<file path="src/hdl/abe_pkg.sv">
// Shared types and constants for the three-to-four printable character encoder.
// No dependencies.
`default_nettype none

package abe_pkg;

   localparam int CODE_W = 6;
   localparam int CHAR_W = 7;
   localparam int CODES_PER_GROUP = 4;

   localparam logic [CHAR_W-1:0] CHAR_BIAS   = 7'h20;
   localparam logic [CHAR_W-1:0] ESCAPE_CHAR = 7'h5c;

   // One complete group of four six-bit codes, ready for serialization.
   typedef struct packed {
      logic [CODES_PER_GROUP-1:0][CODE_W-1:0] codes;
      logic                                   final_group;
   } group_type;

   // Front to queue: write side.
   typedef struct packed {
      logic      valid;
      group_type group;
   } group_push_type;

   // Queue to back: head of queue.
   typedef struct packed {
      logic      valid;
      group_type group;
   } group_head_type;

endpackage

`default_nettype wire

</file>
<file path="src/hdl/abe_front.sv">
// Front end: accepts bytes, collects groups of three, splits them into six-bit codes.
// Depends on abe_pkg.
`default_nettype none

module abe_front (
   input  wire logic                  clock,
   input  wire logic                  reset,
   input  wire logic                  req_valid,
   output logic                       req_stall,
   input  wire logic [7:0]            req_data_byte,
   input  wire logic                  req_end_of_message,
   input  wire logic                  queue_full,
   output abe_pkg::group_push_type    push
);

   logic [7:0] held_first_ff, held_first_in;
   logic [7:0] held_second_ff, held_second_in;
   logic [1:0] position_ff, position_in;
   logic       accept;
   logic [7:0] b0, b1, b2;
   logic       emit;
   logic       final_group;

   assign req_stall = queue_full;
   assign accept    = req_valid && !req_stall;

   always_comb begin
      held_first_in  = held_first_ff;
      held_second_in = held_second_ff;
      position_in    = position_ff;
      b0             = req_data_byte;
      b1             = 8'h00;
      b2             = 8'h00;
      emit           = 1'b0;
      final_group    = 1'b1;
      case (position_ff)
         2'd1: begin
            b0 = held_first_ff;
            b1 = req_data_byte;
            if (req_end_of_message) begin
               emit = 1'b1;
            end else if (accept) begin
               held_second_in = req_data_byte;
               position_in    = 2'd2;
            end
         end
         2'd2: begin
            b0          = held_first_ff;
            b1          = held_second_ff;
            b2          = req_data_byte;
            emit        = 1'b1;
            final_group = req_end_of_message;
         end
         default: begin
            // start of group (position 3 never arises, treated the same)
            if (req_end_of_message) begin
               emit = 1'b1;
            end else if (accept) begin
               held_first_in = req_data_byte;
               position_in   = 2'd1;
            end
         end
      endcase
      if (accept && emit) begin
         held_first_in  = 8'h00;
         held_second_in = 8'h00;
         position_in    = 2'd0;
      end
   end

   always_comb begin
      push.valid             = accept && emit;
      push.group.codes[0]    = b0[5:0];
      push.group.codes[1]    = {b1[3:0], b0[7:6]};
      push.group.codes[2]    = {b2[1:0], b1[7:4]};
      push.group.codes[3]    = b2[7:2];
      push.group.final_group = final_group;
   end

   always_ff @(posedge clock) begin
      if (reset) begin
         held_first_ff  <= 8'h00;
         held_second_ff <= 8'h00;
         position_ff    <= 2'd0;
      end else begin
         held_first_ff  <= held_first_in;
         held_second_ff <= held_second_in;
         position_ff    <= position_in;
      end
   end

endmodule

`default_nettype wire

</file>
<file path="src/hdl/abe_queue.sv">
// Short group queue between front and back end.
// Depends on abe_pkg.
`default_nettype none

module abe_queue #(
   parameter int DEPTH = 2
) (
   input  wire logic                  clock,
   input  wire logic                  reset,
   input  wire abe_pkg::group_push_type push,
   input  wire logic                  pop,
   output logic                       full,
   output abe_pkg::group_head_type    head
);

   localparam int PTR_W   = (DEPTH > 1) ? $clog2(DEPTH) : 1;
   localparam int COUNT_W = $clog2(DEPTH + 1);

   abe_pkg::group_type  entries_ff [DEPTH];
   logic [PTR_W-1:0]    wr_ptr_ff, wr_ptr_in;
   logic [PTR_W-1:0]    rd_ptr_ff, rd_ptr_in;
   logic [COUNT_W-1:0]  count_ff, count_in;
   logic                do_push, do_pop;

   assign full    = (count_ff == COUNT_W'(DEPTH));
   assign do_push = push.valid && !full;
   assign do_pop  = pop && (count_ff != '0);

   always_comb begin
      wr_ptr_in = wr_ptr_ff;
      rd_ptr_in = rd_ptr_ff;
      count_in  = count_ff;
      if (do_push) begin
         wr_ptr_in = (wr_ptr_ff == PTR_W'(DEPTH - 1)) ? '0 : wr_ptr_ff + 1'b1;
      end
      if (do_pop) begin
         rd_ptr_in = (rd_ptr_ff == PTR_W'(DEPTH - 1)) ? '0 : rd_ptr_ff + 1'b1;
      end
      case ({do_push, do_pop})
         2'b10:   count_in = count_ff + 1'b1;
         2'b01:   count_in = count_ff - 1'b1;
         default: count_in = count_ff;
      endcase
   end

   always_ff @(posedge clock) begin
      if (do_push) begin
         entries_ff[wr_ptr_ff] <= push.group;
      end
   end

   always_ff @(posedge clock) begin
      if (reset) begin
         wr_ptr_ff <= '0;
         rd_ptr_ff <= '0;
         count_ff  <= '0;
      end else begin
         wr_ptr_ff <= wr_ptr_in;
         rd_ptr_ff <= rd_ptr_in;
         count_ff  <= count_in;
      end
   end

   assign head.valid = (count_ff != '0);
   assign head.group = entries_ff[rd_ptr_ff];

endmodule

`default_nettype wire

</file>
<file path="src/hdl/abe_back.sv">
// Back end: serializes queued groups into characters, inserting escapes.
// Depends on abe_pkg.
`default_nettype none

module abe_back (
   input  wire logic                               clock,
   input  wire logic                               reset,
   input  wire logic                               escape_spaces,
   input  wire abe_pkg::group_head_type            head,
   output logic                                    pop,
   output logic                                    rsp_valid,
   input  wire logic                               rsp_stall,
   output logic [abe_pkg::CHAR_W-1:0]              rsp_char_out,
   output logic                                    rsp_last_char
);

   logic [1:0]                   index_ff, index_in;
   logic                         esc_done_ff, esc_done_in;
   logic                         valid_ff, valid_in;
   logic [abe_pkg::CHAR_W-1:0]   char_ff, char_in;
   logic                         last_ff, last_in;
   logic [abe_pkg::CODE_W-1:0]   code;
   logic                         load;
   logic                         need_escape;

   assign code        = head.group.codes[index_ff];
   assign load        = head.valid && (!valid_ff || !rsp_stall);
   assign need_escape = escape_spaces && (code == '0) && !esc_done_ff;

   always_comb begin
      index_in    = index_ff;
      esc_done_in = esc_done_ff;
      valid_in    = valid_ff;
      char_in     = char_ff;
      last_in     = last_ff;
      pop         = 1'b0;
      if (load) begin
         valid_in = 1'b1;
         if (need_escape) begin
            char_in     = abe_pkg::ESCAPE_CHAR;
            last_in     = 1'b0;
            esc_done_in = 1'b1;
         end else begin
            char_in     = abe_pkg::CHAR_W'(code) + abe_pkg::CHAR_BIAS;
            last_in     = head.group.final_group && (index_ff == 2'd3);
            esc_done_in = 1'b0;
            index_in    = index_ff + 1'b1;
            pop         = (index_ff == 2'd3);
         end
      end else if (valid_ff && !rsp_stall) begin
         valid_in = 1'b0;
      end
   end

   always_ff @(posedge clock) begin
      if (reset) begin
         index_ff    <= 2'd0;
         esc_done_ff <= 1'b0;
         valid_ff    <= 1'b0;
      end else begin
         index_ff    <= index_in;
         esc_done_ff <= esc_done_in;
         valid_ff    <= valid_in;
      end
   end

   always_ff @(posedge clock) begin
      char_ff <= char_in;
      last_ff <= last_in;
   end

   assign rsp_valid     = valid_ff;
   assign rsp_char_out  = char_ff;
   assign rsp_last_char = last_ff;

   // backslash never closes a message
   a_escape_not_last: assert property (@(posedge clock) disable iff (reset)
      valid_ff && (char_ff == abe_pkg::ESCAPE_CHAR) && esc_done_ff |-> !last_ff)
      else $error("escape beat flagged last");

   // a pending escape means the backslash sits in the output register
   a_escape_in_output: assert property (@(posedge clock) disable iff (reset)
      esc_done_ff |-> valid_ff && (char_ff == abe_pkg::ESCAPE_CHAR))
      else $error("escape flag without backslash in output");

   // after a backslash is loaded, the next load is the space itself
   a_space_follows: assert property (@(posedge clock) disable iff (reset)
      esc_done_ff && load |-> !need_escape && (code == '0))
      else $error("escape not followed by space");

   // a group is retired only while it is present
   a_pop_valid: assert property (@(posedge clock) disable iff (reset)
      pop |-> head.valid)
      else $error("pop from empty queue");

endmodule

`default_nettype wire

</file>
<file path="src/hdl/ascii64_byte_encoder.sv">
// Top level of the three-to-four printable character encoder.
// Depends on abe_pkg, abe_front, abe_queue, abe_back.
//
// Bytes arrive one beat at a time on req_; every three bytes become four
// characters 0x20..0x5f on rsp_, one character per beat, six-bit groups taken
// least significant bit first. A byte with req_end_of_message closes the
// message: a partial group is padded with zero bytes and the last character
// carries rsp_last_char. With csr escape set, every encoded space is preceded
// by a backslash (never flagged last). The front end takes one byte per cycle
// while the group queue has room; the back end emits one character per cycle
// while rsp_stall is low, so a group yields four characters plus one backslash
// per escaped space (four to eight), and the single output serializer sets the
// sustained rate. The third byte of a group is written into the group queue, and
// its first character is then loaded into the output register. Write csr only while the block is idle.
`default_nettype none

module ascii64_byte_encoder #(
   parameter int QUEUE_DEPTH = 2
) (
   input  wire logic        clock,
   input  wire logic        reset,
   input  wire logic        req_valid,
   output logic             req_stall,
   input  wire logic [7:0]  req_data_byte,
   input  wire logic        req_end_of_message,
   output logic             rsp_valid,
   input  wire logic        rsp_stall,
   output logic [6:0]       rsp_char_out,
   output logic             rsp_last_char,
   input  wire logic        csr_wr_en,
   input  wire logic        csr_wr_data
);

   // escape setting register
   logic escape_spaces_ff, escape_spaces_in;

   abe_pkg::group_push_type push;
   abe_pkg::group_head_type head;
   logic                    queue_full;
   logic                    pop;

   assign escape_spaces_in = csr_wr_en ? csr_wr_data : escape_spaces_ff;

   always_ff @(posedge clock) begin
      if (reset) begin
         escape_spaces_ff <= 1'b0;
      end else begin
         escape_spaces_ff <= escape_spaces_in;
      end
   end

   // front end: grouping and bit slicing
   abe_front u_front (
      .clock              (clock),
      .reset              (reset),
      .req_valid          (req_valid),
      .req_stall          (req_stall),
      .req_data_byte      (req_data_byte),
      .req_end_of_message (req_end_of_message),
      .queue_full         (queue_full),
      .push               (push)
   );

   // decouples byte intake from character output
   abe_queue #(
      .DEPTH (QUEUE_DEPTH)
   ) u_queue (
      .clock (clock),
      .reset (reset),
      .push  (push),
      .pop   (pop),
      .full  (queue_full),
      .head  (head)
   );

   // back end: one character per beat, escape insertion, output register
   abe_back u_back (
      .clock         (clock),
      .reset         (reset),
      .escape_spaces (escape_spaces_ff),
      .head          (head),
      .pop           (pop),
      .rsp_valid     (rsp_valid),
      .rsp_stall     (rsp_stall),
      .rsp_char_out  (rsp_char_out),
      .rsp_last_char (rsp_last_char)
   );

endmodule

`default_nettype wire

</file>
<file path="config.mk">
export PLATFORM = sky130hd
export DESIGN_NAME = ascii64_byte_encoder
export DESIGN_NICKNAME = d
export VERILOG_FILES = /design/src/hdl/abe_pkg.sv /design/src/hdl/abe_front.sv /design/src/hdl/abe_queue.sv /design/src/hdl/abe_back.sv /design/src/hdl/ascii64_byte_encoder.sv
export SDC_FILE = /design/constraint.sdc
export NUM_CORES = 1
export LEC_CHECK = 0
export BUFFER_PORTS_ARGS = -buffer_cell sky130_fd_sc_hd__buf_2
export CELL_PAD_IN_SITES_DETAIL_PLACEMENT = 0
export CELL_PAD_IN_SITES_GLOBAL_PLACEMENT = 1
export CORE_ASPECT_RATIO = 0.75
export CORE_MARGIN = 4
export CORE_UTILIZATION = 53
export CTS_BUF_LIST = sky130_fd_sc_hd__clkbuf_8 sky130_fd_sc_hd__clkbuf_16
export CTS_CLUSTER_SIZE = 25
export DETAILED_ROUTE_END_ITERATION = 6
export PLACE_DENSITY_LB_ADDON = 0.1
export SLEW_MARGIN = 20
export SYNTH_ARGS = -nofsm -noshare
export SYNTH_HDL_FRONTEND = slang
export SYNTH_SLANG_ARGS = --single-unit
</file>
<file path="constraint.sdc">
create_clock -name clock -period 5.85 [get_ports clock]
set_clock_uncertainty 0.2 [all_clocks]
set_input_delay 0.2925 -clock clock [delete_from_list [all_inputs] [get_ports clock]]
set_output_delay 0.2925 -clock clock [all_outputs]
set_load 0.03 [all_outputs]
</file>
# After elaboration in Yosys (flattened, before gate mapping)
# Memories as Yosys holds them, arrays and structs flattened. A register that Yosys moved wholly into a read port is not among the register bits.
# Cells that the tools add are included.
classes:
  eq_ne: 6
  magnitude_cmp: 1
  n_div: 0
  n_bitwise: 4
  mux: 25
  mul: 0
  n_addsub: 6
  shifts: 0
  reduce_logical: 24
op_table:
  columns: ["operator", "n"]
  rows:
  - ["2-to-1 mux 8 bit", 2]
  - ["one-hot mux 8 bit (2 select lines)", 1]
  - ["2-to-1 mux 1 bit", 14]
  - ["binary-select mux 6 bit (select 2 bit)", 1]
  - ["logical AND 1 bit", 9]
  - ["AND reduction 3 bit", 3]
  - ["equality test 2 bit, second input constant", 4]
  - ["2-to-1 mux 2 bit", 4]
  - ["one-hot mux 2 bit (2 select lines)", 2]
  - ["adder 6 x 6 -> 7 bit, second input constant", 1]
  - ["zero test 6 bit", 1]
  - ["2-to-1 mux 6 bit", 1]
  - ["nonzero test 2 bit", 3]
  - ["adder 2 x 1 -> 2 bit, second input constant", 2]
  - ["equality test 2 x 1 -> 1 bit, second input constant", 2]
  - ["zero test 1 bit", 4]
  - ["inverter 1 bit", 4]
  - ["OR reduction 2 bit", 2]
  - ["< comparator 2 x 3 -> 1 bit, second input constant", 1]
  - ["adder 1 bit, second input constant", 2]
  - ["AND reduction 2 bit", 1]
  - ["subtractor 2 x 1 -> 2 bit, second input constant", 1]
  - ["logical OR 1 bit", 1]
word_totals:
  rom_bits: 0
  inputBits: 15
  regBits: 35
  output_inout_bits: 10
  memories: 1
  latchBits: 0
  ramBits: 50
memory_table:
  columns: ["memory", "depth", "word_bits", "read_ports", "rd_ports_with_merged_regs", "write_ports", "line", "rtl"]
  rows:
  - ["u_queue.entries_ff", 2, 25, 1, 1, 1, "abe_queue.sv:19", "abe_pkg::group_type entries_ff [DEPTH];"]

# Logic depth before layout (Yosys ltp)
logic_depth:
  depth_word: 10
  mapped_depth: 10
  ltp_nobuf: 9

# Cells and area by module
# From an unflattened synthesis, not the netlist that was laid out.
hier_totals:
  hier_cells: 261
  area_unflattened_um2: 3766.1
by_module_without_submodules:
  columns: ["module", "area_per_inst_um2", "cells_each", "instances", "seq_area_each_um2"]
  rows:
  - ["abe_queue", 2024.4, 104, 1, 1601.5]
  - ["abe_front", 1046.0, 108, 1, 360.3]
  - ["abe_back", 661.9, 46, 1, 320.3]
  - ["ascii64_byte_encoder", 33.8, 3, 1, 20.0]

# Worst setup path before layout
# OpenSTA, ideal clock, no wires.
synth_path:
  path_kind: "reg-to-reg"
  startpoint: "register u_back.index_ff[1]"
  endpoint: "register u_queue.count_ff[1]"
  t_required_ns: 5.580
  stages_incl_launch_ff: 9
  synth_period_minus_slack_ns: 2.886
  path_slack_ns: 2.964
  arrival_time_ns: 2.616
  setup_ns: 0.070
  path_cell_list: "dfxtp_1 clkbuf_1 mux4_2 mux2_4 nor4_4 a31oi_2 ha_1 or3_1 a21oi_1"
synth_via:
  elab_chain_cells: 10
synth_lines:
  columns: ["item", "line", "rtl"]
  rows:
  - ["from (decl)", "abe_back.sv:17", "logic [1:0] index_ff, index_in;"]
  - ["from (signal assigned)", "abe_back.sv:61", "index_ff <= index_in;"]
  - ["binary-select mux 6 bit (select 2 bit)", "abe_back.sv:26", "assign code = head.group.codes[index_ff];"]
  - ["2-to-1 mux 6 bit (implied by the code)", "abe_back.sv:26", null]
  - ["zero test 6 bit", "abe_back.sv:28", "assign need_escape = escape_spaces && (code == '0) && !esc_done_ff;"]
  - ["logical AND 1 bit (2 in a row)", "abe_back.sv:28", null]
  - ["2-to-1 mux 1 bit *", "abe_back.sv:39", "if (need_escape) begin"]
  - ["2-to-1 mux 1 bit *", "abe_back.sv:37", "if (load) begin"]
  - ["logical AND 1 bit *", "abe_queue.sv:27", "assign do_pop = pop && (count_ff != '0);"]
  - ["net u_queue.do_pop", "abe_queue.sv:23", "logic do_push, do_pop;"]
  - ["equality test 2 x 1 -> 1 bit / equality test 2 bit (equally long branches)", "abe_queue.sv:39", "case ({do_push, do_pop})"]
  - ["one-hot mux 2 bit (2 select lines) / nonzero test 2 bit (equally long branches)", null, null]
  - ["to (signal assigned)", "abe_queue.sv:60", "count_ff <= count_in;"]
  - ["to (decl)", "abe_queue.sv:22", "logic [COUNT_W-1:0] count_ff, count_in;"]
# Mark *: on every way through the listed nets, which the timed path passes. The rest lies on a longest branch. The select of a mux whose other input is x is not followed.
# A chain may end at the register's enable or synchronous reset.

==> impl_metrics.py <==
metrics = {
    "outcome": {
        "status": "complete, no violations",
    },
    "sta": {
        "holdWs_ps": 19.92,
        "hold_viol": 0,
        "slew_headroom_pct": 43.92,
        "fmax_ghz": 0.2833,
        "setup-violations-final": 0,
        "finalSetupTns_ps": 0,
        "timing.final.crit_share_pct": 60.33,
        "slew_violations": 0,
        "worst_slew_pin_slew_ps": 841.2,
        "fin_crit_ps": 3530,
        "rsz0062_at_grt": "no",
        "layout_setup_ws_ps": 2320,
    },
    "route": {
        "drt-total-wl_mm": 6.888,
        "via_per_inst": 5.708,
        "final_antenna_net_count": 0,
        "drcViolationCount": 0,
        "drt_pre_antenna_iters": 4,
        "drtIter0Drc": 139,
        "drt-wirelength-per-cell_um": 17.94,
        "dr_total_vias": 2192,
    },
    "placed_design": {
        "gp_congestion": 0.7522,
        "place_worst_setup_slack_ps": 2318,
        "dp_hpwl_mm": 4.758,
        "io_buffers": 24,
    },
    "global_route": {
        "grt_max_degree": 26,
        "antenna_found_initial": 0,
        "first_global_vias": 2122,
        "grt_overflow": 0,
        "grt_pass1_wl_mm": 11.10,
        "grt.total_usage_pct": 17.95,
    },
    "yosys": {
        "synth_enable_flop_cells": 58,
        "syn-instance-count": 273,
        "ys_types": 36,
        "async_flop_share_pct": 0,
        "synth-main-ff-cell": "edfxtp_1",
        "ys_ff_latch": 86,
        "syn-cell-area_um2": 3666,
        "synth_nets": 292,
        "ys_seq_area_share_pct": 62.80,
        "yosys_warnings": 0,
        "avgSynthCellArea_um2": 13.43,
    },
    "die": {
        "core-area_um2": 6506,
        "die_h_um": 80.03,
        "fp-row-count": 25,
        "die_area_um2": 8325,
        "io_pins": 25,
        "dieWidth_um": 104.0,
        "start_util_pct": 56.35,
    },
    "power_and_ir_drop": {
        "ir_worst_vdd_v": 0.0001724,
        "powerDensity_nw_per_um2": 313.9,
        "cellLeakagePower_nw": 1.424,
        "p_total_mw": 1.284,
    },
    "setup_path": {
        "crit_required_ps": 5930,
        "cp-start-kind": "flip-flop",
        "arrival_ps": 3610,
        "cpMaxStageDelayCell": "dfxtp_1",
        "crit_path_max_incr_delay_ps": 850,
        "critical_path_peak_fanout": 15,
        "r2r_slack_ps": 2320,
        "cp-end-kind": "flip-flop",
        "critPathBufInv": 0,
        "crit_family": "multiplexers",
        "critPathKind": "reg -> reg",
        "crit_chain": "mux4_1 > mux2_2 > nor4_4 > a31oi_2 > ha_1 > or3_1 > a21oi_1",
    },
    "cts": {
        "holdBufCountCts": 2,
        "cts_tree": "yes",
        "cts_sinks": 86,
        "cts-root-buf": "clkbuf_8",
        "cts_made_buffers": 9,
        "clkLatencyLatePin_ps": 350,
        "post_cts_buffers": 0,
        "clockBufferDepth": 2,
        "cts_resized": 0,
        "clkTransAtPathRegs_ps": 80,
        "htree_num_levels": 3,
    },
    "layout": {
        "insertedDiodeCount": 0,
        "syn_to_final_growth_pct": 11.57,
        "multi_input_area_um2": 1271,
        "final_cell_mix": "edfxtp_1, dfxtp_1, buf_2, nand2_1, a21oi_1",
        "fill_cells": 519,
        "drive_above_1_share_pct": 20.13,
        "seq_area_um2": 2302,
        "nets": 317,
        "final_common_cell": "edfxtp_1",
    },
    "job": {
        "timing.max_cap.violations": 0,
    },
    "min_path": {
        "hp-class": "in -> reg",
    },
}
[final timing paths]
check                                  end  cells past startpoint                startpoint
hold reg to reg   u_front.held_first_ff[5]                      2  u_front.held_first_ff[5]
setup reg to reg       u_queue.count_ff[1]                      7                 flip-flop
setup / recovery       u_queue.count_ff[1]                      7                 flip-flop
hold / removal            u_back.rsp_valid                      3                 rsp_stall
[power by group]
group / total [mW] / switching, mW / internal [mW] / leakage, nW
clock network: 0.473 / 0.195 / 0.278 / 0.123
registers: 0.691 / 0.0145 / 0.677 / 0.771
logic: 0.120 / 0.0741 / 0.0458 / 0.530
total: 1.28 / 0.283 / 1.00 / 1.42
[worst min-delay path, cell delays in order]
cell	delay [ps]
buf_2	100
nand2_1	70
a21oi_1	60
[area by class of cell]
class,count,share of cell area (%)
clock buffers,9,3.028
clock inverters,7,2.600
inverters,6,0.5506
multi-input cells,166,31.08
flip-flops and latches,86,56.29
well taps,81,2.478
repair buffers,29,3.977
[synth_stat cells, drive strengths merged, types with 6 or more instances]
| cell | n | area, µm² |
|---|---|---|
| nand2 | 22 | 82.58 |
| mux2i | 6 | 60.06 |
| clkbuf | 12 | 45.04 |
| nor2 | 20 | 75.07 |
| and2 | 8 | 50.05 |
| a22oi | 9 | 67.56 |
| edfxtp | 58 | 1742 |
| mux4 | 10 | 255.2 |
| inv | 6 | 22.52 |
| a21oi | 21 | 105.1 |
| nand2b | 7 | 43.79 |
| mux2 | 16 | 183.9 |
| dfxtp | 28 | 560.5 |
| nand3 | 18 | 90.09 |
[sequential cells by signal, summed over array words and instances (netlist names), named ones only]
| register | flops |
|---|---|
| u_queue.wr_ptr_ff | 1 |
| u_front.position_ff | 2 |
| u_back.rsp_last_char | 1 |
| u_queue.entries_ff | 50 |
| u_back.index_ff | 2 |
| u_queue.count_ff | 2 |
| u_back.esc_done_ff | 1 |
| u_back.rsp_valid | 1 |
| escape_spaces_ff | 1 |
| u_front.held_second_ff | 8 |
| u_queue.rd_ptr_ff | 1 |
| u_front.held_first_ff | 8 |
| u_back.rsp_char_out | 7 |
[through the flow]
| step | instances | cell area, µm² | utilization [%] |
|---|---|---|---|
| 2_1_floorplan | 273 | 3666 | - |
| 3_3_place_gp | 366 | 3840 | 59.02 |
| 3_5_place_dp | 366 | 3840 | 59.02 |
| 4_1_cts | 384 | 4090 | 62.87 |
| 5_1_grt | 384 | 4090 | 62.87 |
| 6_report | 384 | 4090 | 62.87 |
[metal layers]
layer | GRT usage, % | vias up | part of all wire (%)
li1 | - | 1061 | -
met1 | 25.61 | 1069 | 51
met2 | 26.52 | 53 | 43
met3 | 4.931 | 9 | 4.5
met4 | 6.375 | 0 | 1.3
met5 | 0 | - | 0
[cell families (layout without fill, tap and decap cells)]
| logic type | count (synthesis) | count (layout) | synth area share [%] |
|---|---|---|---|
| flops | 86 | 86 | 62.80 |
| simple gates | 88 | 88 | 12.08 |
| compound gates | 39 | 39 | 6.621 |
| buf+inv | 21 | 51 | 2.798 |
| xor+xnor | 3 | 3 | 0.7169 |
| mux | 32 | 32 | 13.62 |
| fa+ha+maj | 4 | 4 | 1.365 |
Power figures use the tool's default switching activity.
